[src/hw/rtl/sentence_header_checksum_check_unit_macros.svh]
// assertion macros used by the checker top level
`ifndef SENTENCE_HEADER_CHECKSUM_CHECK_UNIT_MACROS_SVH
`define SENTENCE_HEADER_CHECKSUM_CHECK_UNIT_MACROS_SVH

`ifndef SYNTH
// property must hold at every rising clock edge outside reset
`define SHCHK_ASSERT(label, clk, rstn, prop) \
  label: assert property (@(posedge clk) disable iff (!(rstn)) (prop)) \
    else $error("shchk assertion failed");
// consequent must hold in the cycle after the antecedent
`define SHCHK_ASSERT_NEXT(label, clk, rstn, ante, cons) \
  label: assert property (@(posedge clk) disable iff (!(rstn)) (ante) |=> (cons)) \
    else $error("shchk assertion failed");
`else
`define SHCHK_ASSERT(label, clk, rstn, prop)
`define SHCHK_ASSERT_NEXT(label, clk, rstn, ante, cons)
`endif

`endif

[src/hw/rtl/shchk_pkg.sv]
`default_nettype none

package shchk_pkg;

  localparam int unsigned LenW = 6;

  localparam int unsigned DefMaxCommandLen   = 15;
  localparam int unsigned DefMaxParameterLen = 31;
  localparam int unsigned DefMaxValueLen     = 63;

  localparam logic [7:0] ChStar  = 8'h2A;
  localparam logic [7:0] ChComma = 8'h2C;
  localparam logic [7:0] ChPlus  = 8'h2B;
  localparam logic [7:0] ChMinus = 8'h2D;

  localparam logic [LenW-1:0] PrefixLen = LenW'(5);
  localparam logic [LenW-1:0] CmdLen    = LenW'(3);

  typedef enum logic [4:0] {
    PH_PREFIX    = 5'b00001,
    PH_COMMAND   = 5'b00010,
    PH_PARAMETER = 5'b00100,
    PH_VALUE     = 5'b01000,
    PH_CHECKSUM  = 5'b10000
  } phase_e;

  typedef enum logic [2:0] {
    CMD_SUB     = 3'd0,
    CMD_RES     = 3'd1,
    CMD_REQ     = 3'd2,
    CMD_SET     = 3'd3,
    CMD_CMD     = 3'd4,
    CMD_UNKNOWN = 3'd5
  } cmd_e;

  typedef struct packed {
    logic       header_valid;
    logic       checksum_match;
    logic [2:0] command_code;
    logic [7:0] computed_sum;
    logic [7:0] received_sum;
  } result_t;

  // expected sentence opener, one char per position
  function automatic logic [7:0] prefix_char(input logic [2:0] idx);
    logic [7:0] ch;
    case (idx)
      3'd0:    ch = 8'h24;
      3'd1:    ch = 8'h42;
      3'd2:    ch = 8'h41;
      3'd3:    ch = 8'h50;
      default: ch = ChComma;
    endcase
    return ch;
  endfunction

  function automatic cmd_e classify(input logic [LenW-1:0] len, input logic [23:0] chars);
    cmd_e code;
    code = CMD_UNKNOWN;
    if (len == CmdLen) begin
      case (chars)
        24'h535542: code = CMD_SUB;
        24'h524553: code = CMD_RES;
        24'h524551: code = CMD_REQ;
        24'h534554: code = CMD_SET;
        24'h434D44: code = CMD_CMD;
        default:    code = CMD_UNKNOWN;
      endcase
    end
    return code;
  endfunction

  function automatic logic is_space(input logic [7:0] c);
    return (c == 8'h20) || (c inside {[8'h09:8'h0D]});
  endfunction

  function automatic logic is_hex(input logic [7:0] c);
    return (c inside {[8'h30:8'h39], [8'h41:8'h46], [8'h61:8'h66]});
  endfunction

  // only meaningful when is_hex holds
  function automatic logic [3:0] hex_val(input logic [7:0] c);
    logic [3:0] v;
    if (c inside {[8'h30:8'h39]}) begin
      v = c[3:0];
    end else begin
      v = c[3:0] + 4'd9;
    end
    return v;
  endfunction

endpackage

`default_nettype wire

[src/hw/rtl/shchk_core.sv]
`default_nettype none

module shchk_core #(
  parameter int unsigned MAX_COMMAND_LEN   = 15,
  parameter int unsigned MAX_PARAMETER_LEN = 31,
  parameter int unsigned MAX_VALUE_LEN     = 63
) (
  input  wire logic              clk_i,
  input  wire logic              rst_ni,
  input  wire logic              step_i,
  input  wire logic [7:0]        char_i,
  input  wire logic              last_i,
  output shchk_pkg::result_t     res_o
);
  import shchk_pkg::*;

  localparam logic [LenW-1:0] MaxCmd = LenW'(MAX_COMMAND_LEN);
  localparam logic [LenW-1:0] MaxPar = LenW'(MAX_PARAMETER_LEN);
  localparam logic [LenW-1:0] MaxVal = LenW'(MAX_VALUE_LEN);

  phase_e          phase_q, phase_d;
  logic [LenW-1:0] len_q, len_d;
  logic [7:0]      xor_q, xor_d;
  logic [23:0]     cmd_q, cmd_d;
  logic [7:0]      recv_q, recv_d;
  logic [1:0]      hcnt_q, hcnt_d;
  logic            star_q, star_d;
  logic            herr_q, herr_d;
  logic            started_q, started_d;
  cmd_e            class_q, class_d;
  logic            neg_q, neg_d;
  logic            hend_q, hend_d;
  logic            closed_q, closed_d;
  logic [7:0]      recv_eff;
  logic            hdr_ok;

  always_comb begin
    phase_d   = phase_q;
    len_d     = len_q;
    xor_d     = xor_q;
    cmd_d     = cmd_q;
    recv_d    = recv_q;
    hcnt_d    = hcnt_q;
    star_d    = star_q;
    herr_d    = herr_q;
    class_d   = class_q;
    neg_d     = neg_q;
    hend_d    = hend_q;
    closed_d  = closed_q;
    started_d = 1'b1;

    // body xor and checksum token
    if (!star_q) begin
      if (char_i == ChStar) begin
        star_d = 1'b1;
      end else if (started_q) begin
        xor_d = xor_q ^ char_i;
      end
    end else if (!closed_q) begin
      if (is_space(char_i)) begin
        if (hcnt_q != 2'd0) closed_d = 1'b1;
      end else begin
        if (!hend_q) begin
          if (hcnt_q == 2'd0 && (char_i == ChPlus || char_i == ChMinus)) begin
            neg_d = (char_i == ChMinus);
          end else if (is_hex(char_i)) begin
            recv_d = {recv_q[3:0], hex_val(char_i)};
          end else begin
            hend_d = 1'b1;
          end
        end
        hcnt_d = hcnt_q + 2'd1;
        if (hcnt_q != 2'd0) closed_d = 1'b1;
      end
    end

    // header form
    if (!herr_q) begin
      case (phase_q)
        PH_PREFIX: begin
          if (len_q >= PrefixLen || char_i != prefix_char(len_q[2:0])) begin
            herr_d = 1'b1;
          end else if (len_q == PrefixLen - LenW'(1)) begin
            phase_d = PH_COMMAND;
            len_d   = '0;
          end else begin
            len_d = len_q + LenW'(1);
          end
        end
        PH_COMMAND: begin
          if (char_i == ChComma) begin
            if (len_q == '0) begin
              herr_d = 1'b1;
            end else begin
              class_d = classify(len_q, cmd_q);
              phase_d = PH_PARAMETER;
              len_d   = '0;
            end
          end else if (char_i == ChStar || len_q >= MaxCmd) begin
            herr_d = 1'b1;
          end else begin
            if (len_q < CmdLen) cmd_d = {cmd_q[15:0], char_i};
            len_d = len_q + LenW'(1);
          end
        end
        PH_PARAMETER: begin
          if (char_i == ChComma) begin
            if (len_q == '0) begin
              herr_d = 1'b1;
            end else begin
              phase_d = PH_VALUE;
              len_d   = '0;
            end
          end else if (char_i == ChStar || len_q >= MaxPar) begin
            herr_d = 1'b1;
          end else begin
            len_d = len_q + LenW'(1);
          end
        end
        PH_VALUE: begin
          if (char_i == ChStar) begin
            if (len_q == '0) begin
              herr_d = 1'b1;
            end else begin
              phase_d = PH_CHECKSUM;
              len_d   = '0;
            end
          end else if (len_q >= MaxVal) begin
            herr_d = 1'b1;
          end else begin
            len_d = len_q + LenW'(1);
          end
        end
        default: begin
        end
      endcase
    end
  end

  // result view of the state after this byte
  always_comb begin
    recv_eff = '0;
    if (hcnt_d != 2'd0) recv_eff = neg_d ? (~recv_d) + 8'd1 : recv_d;
    hdr_ok = !herr_d && (phase_d == PH_CHECKSUM) && (hcnt_d != 2'd0);
    res_o.header_valid   = hdr_ok;
    res_o.checksum_match = star_d && (hcnt_d != 2'd0) && (xor_d == recv_eff);
    res_o.command_code   = hdr_ok ? class_d : CMD_UNKNOWN;
    res_o.computed_sum   = xor_d;
    res_o.received_sum   = recv_eff;
  end

  always_ff @(posedge clk_i or negedge rst_ni) begin
    if (!rst_ni) begin
      phase_q   <= PH_PREFIX;
      len_q     <= '0;
      xor_q     <= '0;
      cmd_q     <= '0;
      recv_q    <= '0;
      hcnt_q    <= '0;
      star_q    <= 1'b0;
      herr_q    <= 1'b0;
      started_q <= 1'b0;
      class_q   <= CMD_UNKNOWN;
      neg_q     <= 1'b0;
      hend_q    <= 1'b0;
      closed_q  <= 1'b0;
    end else if (step_i) begin
      if (last_i) begin
        phase_q   <= PH_PREFIX;
        len_q     <= '0;
        xor_q     <= '0;
        cmd_q     <= '0;
        recv_q    <= '0;
        hcnt_q    <= '0;
        star_q    <= 1'b0;
        herr_q    <= 1'b0;
        started_q <= 1'b0;
        class_q   <= CMD_UNKNOWN;
        neg_q     <= 1'b0;
        hend_q    <= 1'b0;
        closed_q  <= 1'b0;
      end else begin
        phase_q   <= phase_d;
        len_q     <= len_d;
        xor_q     <= xor_d;
        cmd_q     <= cmd_d;
        recv_q    <= recv_d;
        hcnt_q    <= hcnt_d;
        star_q    <= star_d;
        herr_q    <= herr_d;
        started_q <= started_d;
        class_q   <= class_d;
        neg_q     <= neg_d;
        hend_q    <= hend_d;
        closed_q  <= closed_d;
      end
    end
  end

endmodule

`default_nettype wire

[src/hw/rtl/shchk_out_reg.sv]
`default_nettype none

module shchk_out_reg (
  input  wire logic          clk_i,
  input  wire logic          rst_ni,
  input  wire logic          load_i,
  input  wire shchk_pkg::result_t res_i,
  input  wire logic          stall_i,
  output logic               free_o,
  output logic               valid_o,
  output shchk_pkg::result_t res_o
);
  import shchk_pkg::*;

  logic    vld_q, vld_d;
  result_t res_q;

  assign free_o = !vld_q || !stall_i;
  assign vld_d  = load_i || (vld_q && stall_i);

  always_ff @(posedge clk_i or negedge rst_ni) begin
    if (!rst_ni) begin
      vld_q <= 1'b0;
    end else begin
      vld_q <= vld_d;
    end
  end

  always_ff @(posedge clk_i) begin
    if (load_i) res_q <= res_i;
  end

  assign valid_o = vld_q;
  assign res_o   = res_q;

endmodule

`default_nettype wire

[src/hw/rtl/sentence_header_checksum_check_unit.sv]
// channel  | handshake                | payload
// ---------+--------------------------+-------------------------------------------
// in       | in_valid_i / in_stall_o  | char_in_i[7:0], final_byte_i
// out      | out_valid_o / out_stall_i| header_valid_o, checksum_match_o,
//          |                          | command_code_o[2:0], computed_sum_o[7:0],
//          |                          | received_sum_o[7:0]
//
// one byte per cycle while in_stall_o is low; each byte passes through the input register
// and the sentence result is loaded into the result register as its final byte leaves the input register
// the parse state update is one compare/xor level between input and state regs
// reset clears all handshake and parse state, no clearing pass is needed
// in_stall_o rises only while a final byte waits for a full, stalled result reg
`default_nettype none

module sentence_header_checksum_check_unit #(
  parameter int unsigned MAX_COMMAND_LEN   = shchk_pkg::DefMaxCommandLen,
  parameter int unsigned MAX_PARAMETER_LEN = shchk_pkg::DefMaxParameterLen,
  parameter int unsigned MAX_VALUE_LEN     = shchk_pkg::DefMaxValueLen
) (
  input  wire logic       clk_i,
  input  wire logic       rst_ni,
  // input transactions
  input  wire logic       in_valid_i,
  output logic            in_stall_o,
  input  wire logic [7:0] char_in_i,
  input  wire logic       final_byte_i,
  // result transactions
  output logic            out_valid_o,
  input  wire logic       out_stall_i,
  output logic            header_valid_o,
  output logic            checksum_match_o,
  output logic [2:0]      command_code_o,
  output logic [7:0]      computed_sum_o,
  output logic [7:0]      received_sum_o
);
  import shchk_pkg::*;

  `include "sentence_header_checksum_check_unit_macros.svh"

  // input register
  logic       in_vld_q, in_vld_d;
  logic [7:0] in_char_q;
  logic       in_last_q;
  logic       in_take;

  // byte leaves the input register into the parse state
  logic       advance;
  logic       out_free;
  logic       out_load;

  result_t    res_next;
  result_t    res_out;

  // a plain byte never waits; a final byte waits for room in the result reg
  assign advance    = in_vld_q && (!in_last_q || out_free);
  assign out_load   = advance && in_last_q;
  assign in_stall_o = in_vld_q && !advance;
  assign in_take    = in_valid_i && !in_stall_o;

  always_comb begin
    in_vld_d = in_vld_q;
    if (in_take) begin
      in_vld_d = 1'b1;
    end else if (advance) begin
      in_vld_d = 1'b0;
    end
  end

  always_ff @(posedge clk_i or negedge rst_ni) begin
    if (!rst_ni) begin
      in_vld_q <= 1'b0;
    end else begin
      in_vld_q <= in_vld_d;
    end
  end

  always_ff @(posedge clk_i) begin
    if (in_take) begin
      in_char_q <= char_in_i;
      in_last_q <= final_byte_i;
    end
  end

  // header parser, body xor and checksum token reader
  shchk_core #(
    .MAX_COMMAND_LEN  (MAX_COMMAND_LEN),
    .MAX_PARAMETER_LEN(MAX_PARAMETER_LEN),
    .MAX_VALUE_LEN    (MAX_VALUE_LEN)
  ) u_core (
    .clk_i (clk_i),
    .rst_ni(rst_ni),
    .step_i(advance),
    .char_i(in_char_q),
    .last_i(in_last_q),
    .res_o (res_next)
  );

  // result register, keeps the input side moving while a result waits
  shchk_out_reg u_out_reg (
    .clk_i  (clk_i),
    .rst_ni (rst_ni),
    .load_i (out_load),
    .res_i  (res_next),
    .stall_i(out_stall_i),
    .free_o (out_free),
    .valid_o(out_valid_o),
    .res_o  (res_out)
  );

  assign header_valid_o   = res_out.header_valid;
  assign checksum_match_o = res_out.checksum_match;
  assign command_code_o   = res_out.command_code;
  assign computed_sum_o   = res_out.computed_sum;
  assign received_sum_o   = res_out.received_sum;

  // an invalid header always reports the unknown command
  `SHCHK_ASSERT(a_bad_hdr_unknown, clk_i, rst_ni,
    !(out_valid_o && !header_valid_o) || (command_code_o == CMD_UNKNOWN))
  // a match means both sums agree
  `SHCHK_ASSERT(a_match_sums, clk_i, rst_ni,
    !(out_valid_o && checksum_match_o) || (computed_sum_o == received_sum_o))
  // only a held final byte can stall the input
  `SHCHK_ASSERT(a_stall_final, clk_i, rst_ni,
    !in_stall_o || (in_vld_q && in_last_q && out_valid_o && out_stall_i))
  // a finished sentence shows up in the result register next cycle
  `SHCHK_ASSERT_NEXT(a_load_shows, clk_i, rst_ni, out_load, out_valid_o)

endmodule

`default_nettype wire
[config.mk]
export PLATFORM = sky130hd
export DESIGN_NAME = sentence_header_checksum_check_unit
export DESIGN_NICKNAME = d
export VERILOG_FILES = /design/src/hw/rtl/shchk_pkg.sv /design/src/hw/rtl/shchk_core.sv /design/src/hw/rtl/shchk_out_reg.sv /design/src/hw/rtl/sentence_header_checksum_check_unit.sv
export VERILOG_INCLUDE_DIRS = /design/src /design/src/hw/rtl
export SDC_FILE = /design/constraint.sdc
export NUM_CORES = 1
export LEC_CHECK = 0
export BUFFER_PORTS_ARGS = -buffer_cell sky130_fd_sc_hd__buf_2
export CORE_MARGIN = 3
export CORE_UTILIZATION = 45
export CTS_BUF_LIST = sky130_fd_sc_hd__clkbuf_8
export CTS_CLUSTER_DIAMETER = 120
export DETAILED_ROUTE_END_ITERATION = 6
export REMOVE_ABC_BUFFERS = 1
export SLEW_MARGIN = 15
export SYNTH_ARGS = -nofsm -noshare
export SYNTH_HDL_FRONTEND = slang
export SYNTH_SLANG_ARGS = --single-unit
export TNS_END_PERCENT = 50
[constraint.sdc]
create_clock -name clk_i -period 3.9 [get_ports clk_i]
set_input_delay 0.195 -clock clk_i [delete_from_list [all_inputs] [get_ports clk_i]]
set_output_delay 0.195 -clock clk_i [all_outputs]
set_load 0.05 [all_outputs]
* After elaboration in Yosys (flattened, before gate mapping)
Index checks and enable logic that the tools add are counted.
Cells by class: shift-type cells 0, add/sub/neg operators 4, multiplexer cells 91, equal/unequal tests 31, bitwise gates (word level) 2, magnitude comparators 13, divide/modulo/power cells 0, reduce and logical (&&, ||, !) cells 43, multipliers 0
Operator list (count):
- $mux W24 | 6
- $eq A24 B23 Y1 const B | 5
- $mux W8 | 15
- $mux W6 | 11
- $mux W5 | 10
- $eq A8 B6 Y1 const B | 5
- $mux W1 | 33
- $pmux W7 S4 | 1
- $pmux W6 S4 | 1
- $pmux W5 S4 | 1
- $mux W3 | 6
- $ge A8 B7 Y1 const B | 2
- $le A8 B7 Y1 const B | 2
- $pmux W3 S5 | 1
- $logic_and A1 B1 Y1 | 14
- $reduce_bool A2 Y1 | 6
- $ne A2 B2 Y1 const B | 5
- $add A8 B1 Y8 const B | 1
- $eq A8 B8 Y1 | 1
- $ge A8 B4 Y1 const B | 1
- $ge A8 B6 Y1 const B | 1
- $le A8 B4 Y1 const B | 1
- $le A8 B6 Y1 const B | 1
- $logic_or A1 B1 Y1 | 8
- other kinds (36) | 46
Word-level totals: register bits after elaboration 94, output and inout port bits 23, latch bits 0, memories kept 0, bits in writable memories 0, input port bits 13, memory bits (read-only) 0, logic and storage cells 206

* Longest topological paths before layout
depth after elaboration 15, gate-level depth with buffers 16

* Modules after synthesis
From an unflattened synthesis, not the netlist that was laid out.
Second synthesis, totals: cells, all modules 567, area total of the unflattened synthesis 5514.0 um^2
Modules (own cells, without submodules):
- shchk_core | area each 4496.8 um^2, cells an instance 526, seq. area each 1555.2 um^2, times used 1
- shchk_out_reg | area each 666.9 um^2, cells an instance 24, seq. area each 655.6 um^2, times used 1
- sentence_header_checksum_check_unit | area each 350.3 um^2, cells an instance 17, seq. area each 295.3 um^2, times used 1

* Least setup slack after synthesis
No wires, ideal clock.
path kind flip-flop to flip-flop, start register in_char_q[0], end register u_out_reg.res_q, in the netlist u_out_reg.res_o[19], data pin, setup time 260 ps, data arrival time 3451 ps, stages on the path, launching flop included 17, slack 189 ps, buffers on the path 2, cells stage by stage edfxtp_1 -> clkbuf_1 -> inv_1 -> ha_1 -> or2_2 -> a311o_1 -> and3b_1 -> clkbuf_1 -> nand2_1 -> a21oi_1 -> ha_1 -> nand2_1 -> nor4_1 -> a311oi_2 -> xnor3_1 -> o21ai_0 -> nor4_2
RTL lines:
- start, declared | RTL line sentence_header_checksum_check_unit.sv:42 | logic [7:0] in_char_q;
- start signal, assigned | RTL line sentence_header_checksum_check_unit.sv:79 | in_char_q <= char_in_i;
- end signal, assigned | RTL line shchk_out_reg.sv:30 | if (load_i) res_q <= res_i;
- end, declared | RTL line shchk_out_reg.sv:16 | result_t res_q;

* Final worst setup path
start register in_char_q[6], end register u_out_reg.res_q, in the netlist u_out_reg.res_o[18], data pin
Between the ends: word-level cells in the longest chain between the ends 9
Ends and longest elaborated chain:
- parallel branches: the longest is 9 deep, another holds $ge A8 B4 Y1
Parallel ways; which one is timed is not known. A chain may end at the register's enable or synchronous reset.

==> impl_metrics.csv <==
group,metric,value,unit
run_status,outcome,"finished clean",
floorplanning,die_w,117,um
floorplanning,dieArea,0.0137,mm^2
detailed_routing,drc,0,
placed_design,post-place-cells,760,
power_and_ir_drop,p_int,0.00168,W
min_path,hold_start,"out_stall_i",
detailed_routing,met2_length,6.37,mm
placed_design,io_buffer_count,35,
sta,drv_slew,0,
logic_synthesis,muxShareOfSynthArea,2.16,%
logic_synthesis,yosysSeqAreaShare,45.1,%
cells_and_area,final_cells,787,
cells_and_area,nets,643,
detailed_routing,drt_wl_total,15.0,mm
critical_path,worstRegToRegCells,8,
min_path,worstHoldPathType,"in -> reg",
power_and_ir_drop,powerDensity,398,mW/mm^2
grt,grt_pass1_wl,24.0,mm
critical_path,cp-end-kind,"flip-flop",
clocking,cts_num_sinks,94,
floorplanning,coreArea,0.0118,mm^2
power_and_ir_drop,pwr-share-clk,29.0,%
sta,hold_viol_final,0,
detailed_routing,post_drt_wl_per_cell,19.1,um
critical_path,path_cells,"buf_4, or4b_4, a2111oi_2, nor2_1, a2111oi_0, buf_4, nand4_1, or2_2",
logic_synthesis,synthAdderAreaFrac,2.70,%
critical_path,crit_path_frequent_cell,"buf_4",
sta,finalSetupViolations,0,
critical_path,path_class,"reg -> reg",
logic_synthesis,ys_seq_elements,94,
sta,finalCriticalPeriod,3640,ps
power_and_ir_drop,combPwrFrac,24.7,%
critical_path,start_kind,"flip-flop",
floorplanning,num_rows,39,
logic_synthesis,avgSynthCellArea,9.82,um^2
critical_path,max_stage_delay,660,ps
clocking,numCtsBuffers,9,
run,max_cap_violations,0,
floorplanning,dieHeight,117,um
floorplanning,ios,36,
detailed_routing,drtIter0Drc,504,
sta,fin_skew,8.69,ps
power_and_ir_drop,switching_share,33.5,%
critical_path,path_buf_inv,2,
detailed_routing,ant_nets,0,
power_and_ir_drop,p_sw,0.000845,W
logic_synthesis,yosysWarnings,0,
cells_and_area,seq_area,0.00251,mm^2
logic_synthesis,async_flop_share,68.1,%
detailed_routing,dr.pass1.iters,5,
cells_and_area,areaGrowthSynthToFinish,14.1,%
floorplanning,initial_core_util,47.2,%
grt,grt_usage,23.1,%
min_path,min_to,"u_out_reg.valid_o",
sta,grt_setup_unrepaired,"no",
sta,slew_headroom,51.4,%
critical_path,required,4040,ps
logic_synthesis,synth_top_family_by_area,"compound AO/OA/AOI/OAI gates",
cells_and_area,fill_cells,1085,
logic_synthesis,synth_xor_area_share,3.51,%
grt,grt_max_degree,37,
cells_and_area,multi_input_area,0.00284,mm^2
cells_and_area,final_layout_size_suffix_gt1_share,17.2,%
logic_synthesis,synth-compound-area-share,22.3,%
detailed_routing,vias,4711,
clocking,htreeDepth,3,
critical_path,reg2reg_slack,260,ps
min_path,holdPathStages,2,
power_and_ir_drop,ir_drop,233,uV
clocking,cts_setup_buffers,0,
critical_path,timing.rr.start,"in_char_q[6]",
critical_path,slowest_stage,"a2111oi_2",
detailed_routing,top_layer,"met4",
detailed_routing,viasPerCell,5.99,
clocking,ctsLongestPathBuffers,2,
critical_path,crit_family,"compound AO/OA/AOI/OAI gates",
logic_synthesis,postSynthCellCount,566,
power_and_ir_drop,p_leak,2.61,nW
sta,fmax,0.275,GHz
detailed_routing,drt-met1-wl,7.41,mm
logic_synthesis,synth_edf_count,30,
sta,final.setup.tns,0,ps
grt,antenna_found_initial,0,
critical_path,reg2reg_to,"u_out_reg.res_o[18]",
grt,grt_pass1_vias,4410,
clocking,clkTransAtPathRegs,90,ps
cells_and_area,n_antenna_cell,0,
clocking,cts_tree,"built",
cells_and_area,layout_commonest_cell,"dfrtp_1",
clocking,clock_tree.root_cell,"clkbuf_8",
critical_path,cp_max_fo,9,
logic_synthesis,yosys.area_share.simple,20.3,%
placed_design,place.gp.congestion,0.880,
clocking,clock_latency,380,ps
placed_design,dp_hpwl,10.8,mm
sta,fin_crit_sh,93.4,%
critical_path,arrival,3780,ps
logic_synthesis,synth_cell_types,85,
logic_synthesis,synth_flop_cell,"dfrtp_1",
detailed_routing,wl_met3,948,um
logic_synthesis,syn_area,0.00556,mm^2
clocking,cts_resized,0,
cells_and_area,most-common-layout-cells,"61 x dfrtp_1, 46 x nand2_1, 42 x nor2_1",
sta,worst_slew_pin_slew,728,ps
grt,grt-ovfl-total,0,
power_and_ir_drop,power_frac_seq,46.2,%
-- layout make-up --
type	instances	area share [%]
well taps	164	3.24
clock inverters	7	1.50
flip-flops and latches	94	39.5
clock buffers	9	1.95
repair buffers	72	7.58
multi-input cells	418	44.8
inverters	23	1.36
-- power groups by stage --
stage | sequential (W) | clock, W | combinational, W
2_1_floorplan | 0.00123 | 0 | 0.000364
3_3_place_gp | 0.00118 | 0 | 0.000608
3_5_place_dp | 0.00119 | 0 | 0.000610
4_1_cts | 0.00117 | 0.000747 | 0.000622
5_1_grt | 0.00118 | 0.000785 | 0.000691
6_report | 0.00117 | 0.000733 | 0.000625
-- how the worst max path moves through the flow --
stage | start | cells after the start | to
finish | in_char_q[6] | 8 | u_out_reg.res_o[18]
global placement | in_char_q[6] | 8 | u_out_reg.res_o[18]
floorplan | in_char_q[0] | 14 | u_out_reg.res_o[19]
CTS | in_char_q[0] | 14 | u_out_reg.res_o[19]
detailed placement | in_char_q[0] | 14 | u_out_reg.res_o[19]
global route | in_char_q[0] | 14 | u_out_reg.res_o[19]
-- stage by stage --
stage	cell area (um^2)	power (W)	util, %	setup slack (ps)	hold WS (ps)
CTS	6340	0.00253	53.9	288	38.7
detailed placement	6010	0.00179	51.1	296	265
floorplan	5430	0.00160	-	125	-101
global placement	6010	0.00179	51.1	350	261
global route	6340	0.00266	53.9	2.12	45.3
finish	6340	0.00253	53.9	259	49.9
-- registers in the layout (all words and copies together) (netlist names) --
| signal | cells |
|---|---|
| u_core.neg_q | 1 |
| u_core.xor_q | 8 |
| u_core.closed_q | 1 |
| u_core.star_q | 1 |
| u_core.class_q | 3 |
| u_core.herr_q | 1 |
| u_out_reg.valid_o | 1 |
| u_core.recv_q | 8 |
| u_out_reg.res_o | 21 |
| u_core.hend_q | 1 |
| u_core.phase_q | 5 |
| u_core.started_q | 1 |
| u_core.len_q | 6 |
| in_char_q | 8 |
| u_core.cmd_q | 24 |
| in_vld_q | 1 |
| in_last_q | 1 |
| u_core.hcnt_q | 2 |
-- synthesized netlist by cell type, types with 3 or more instances --
cell type / n / area, um^2
o31ai_1: 6 / 45.0
nand2b_1: 8 / 50.1
nor3b_1: 3 / 22.5
nor4bb_1: 5 / 50.1
edfxtp_1: 30 / 901
nor4_1: 10 / 62.6
xor2_1: 6 / 52.6
dfrtp_1: 61 / 1530
clkbuf_1: 25 / 93.8
and3_1: 7 / 43.8
nand4_1: 7 / 43.8
nor2_1: 43 / 161
inv_1: 22 / 82.6
nand3b_1: 6 / 45.0
ha_1: 12 / 150
nor4b_1: 6 / 52.6
o21a_1: 3 / 22.5
a21o_1: 3 / 22.5
and3b_1: 3 / 26.3
a21oi_1: 30 / 150
a22oi_1: 4 / 30.0
a22o_1: 29 / 254
dfstp_2: 3 / 78.8
a31oi_1: 10 / 62.6
nand2_1: 46 / 173
o31a_1: 3 / 26.3
o211ai_1: 4 / 30.0
buf_2: 4 / 20.0
nand3_1: 15 / 75.1
or3_1: 4 / 25.0
a21boi_0: 4 / 30.0
nor3_1: 13 / 65.1
or2_2: 4 / 25.0
nand4b_1: 3 / 26.3
o21ai_0: 36 / 180
and2_1: 5 / 31.3
nor2b_1: 5 / 31.3
mux2i_1: 6 / 60.1
xnor2_1: 11 / 96.3
o22ai_1: 5 / 31.3
-- cell families (layout without fill, tap and decap cells) --
family,count (synthesis),in the layout
AND/OR/NAND/NOR,205,205
XOR/XNOR,19,19
multiplexers,10,10
adder cells (fa/ha/maj),12,12
flip-flops,94,94
buffers and inverters,54,111
AO/OA/AOI/OAI,172,172
-- timing repair --
action,in CTS,in global routing
hold buffers,11,0
endpoints found under the hold margin,38,0
endpoints found under the setup margin,0,0
-- worst register-to-register path, stage by stage, from the launching register on --
cell,delay (ps)
edfxtp_1,520
buf_4,230
or4b_4,550
a2111oi_2,660
nor2_1,100
a2111oi_0,610
buf_4,210
nand4_1,170
or2_2,350
-- metal layers --
metal | vias to the layer above | global-route usage, %
met5 | - | 0
met4 | 0 | 8.10
met3 | 22 | 4.83
met2 | 159 | 32.2
met1 | 2287 | 35.3
li1 | 2243 | -
(Power assumes the default switching activity.)
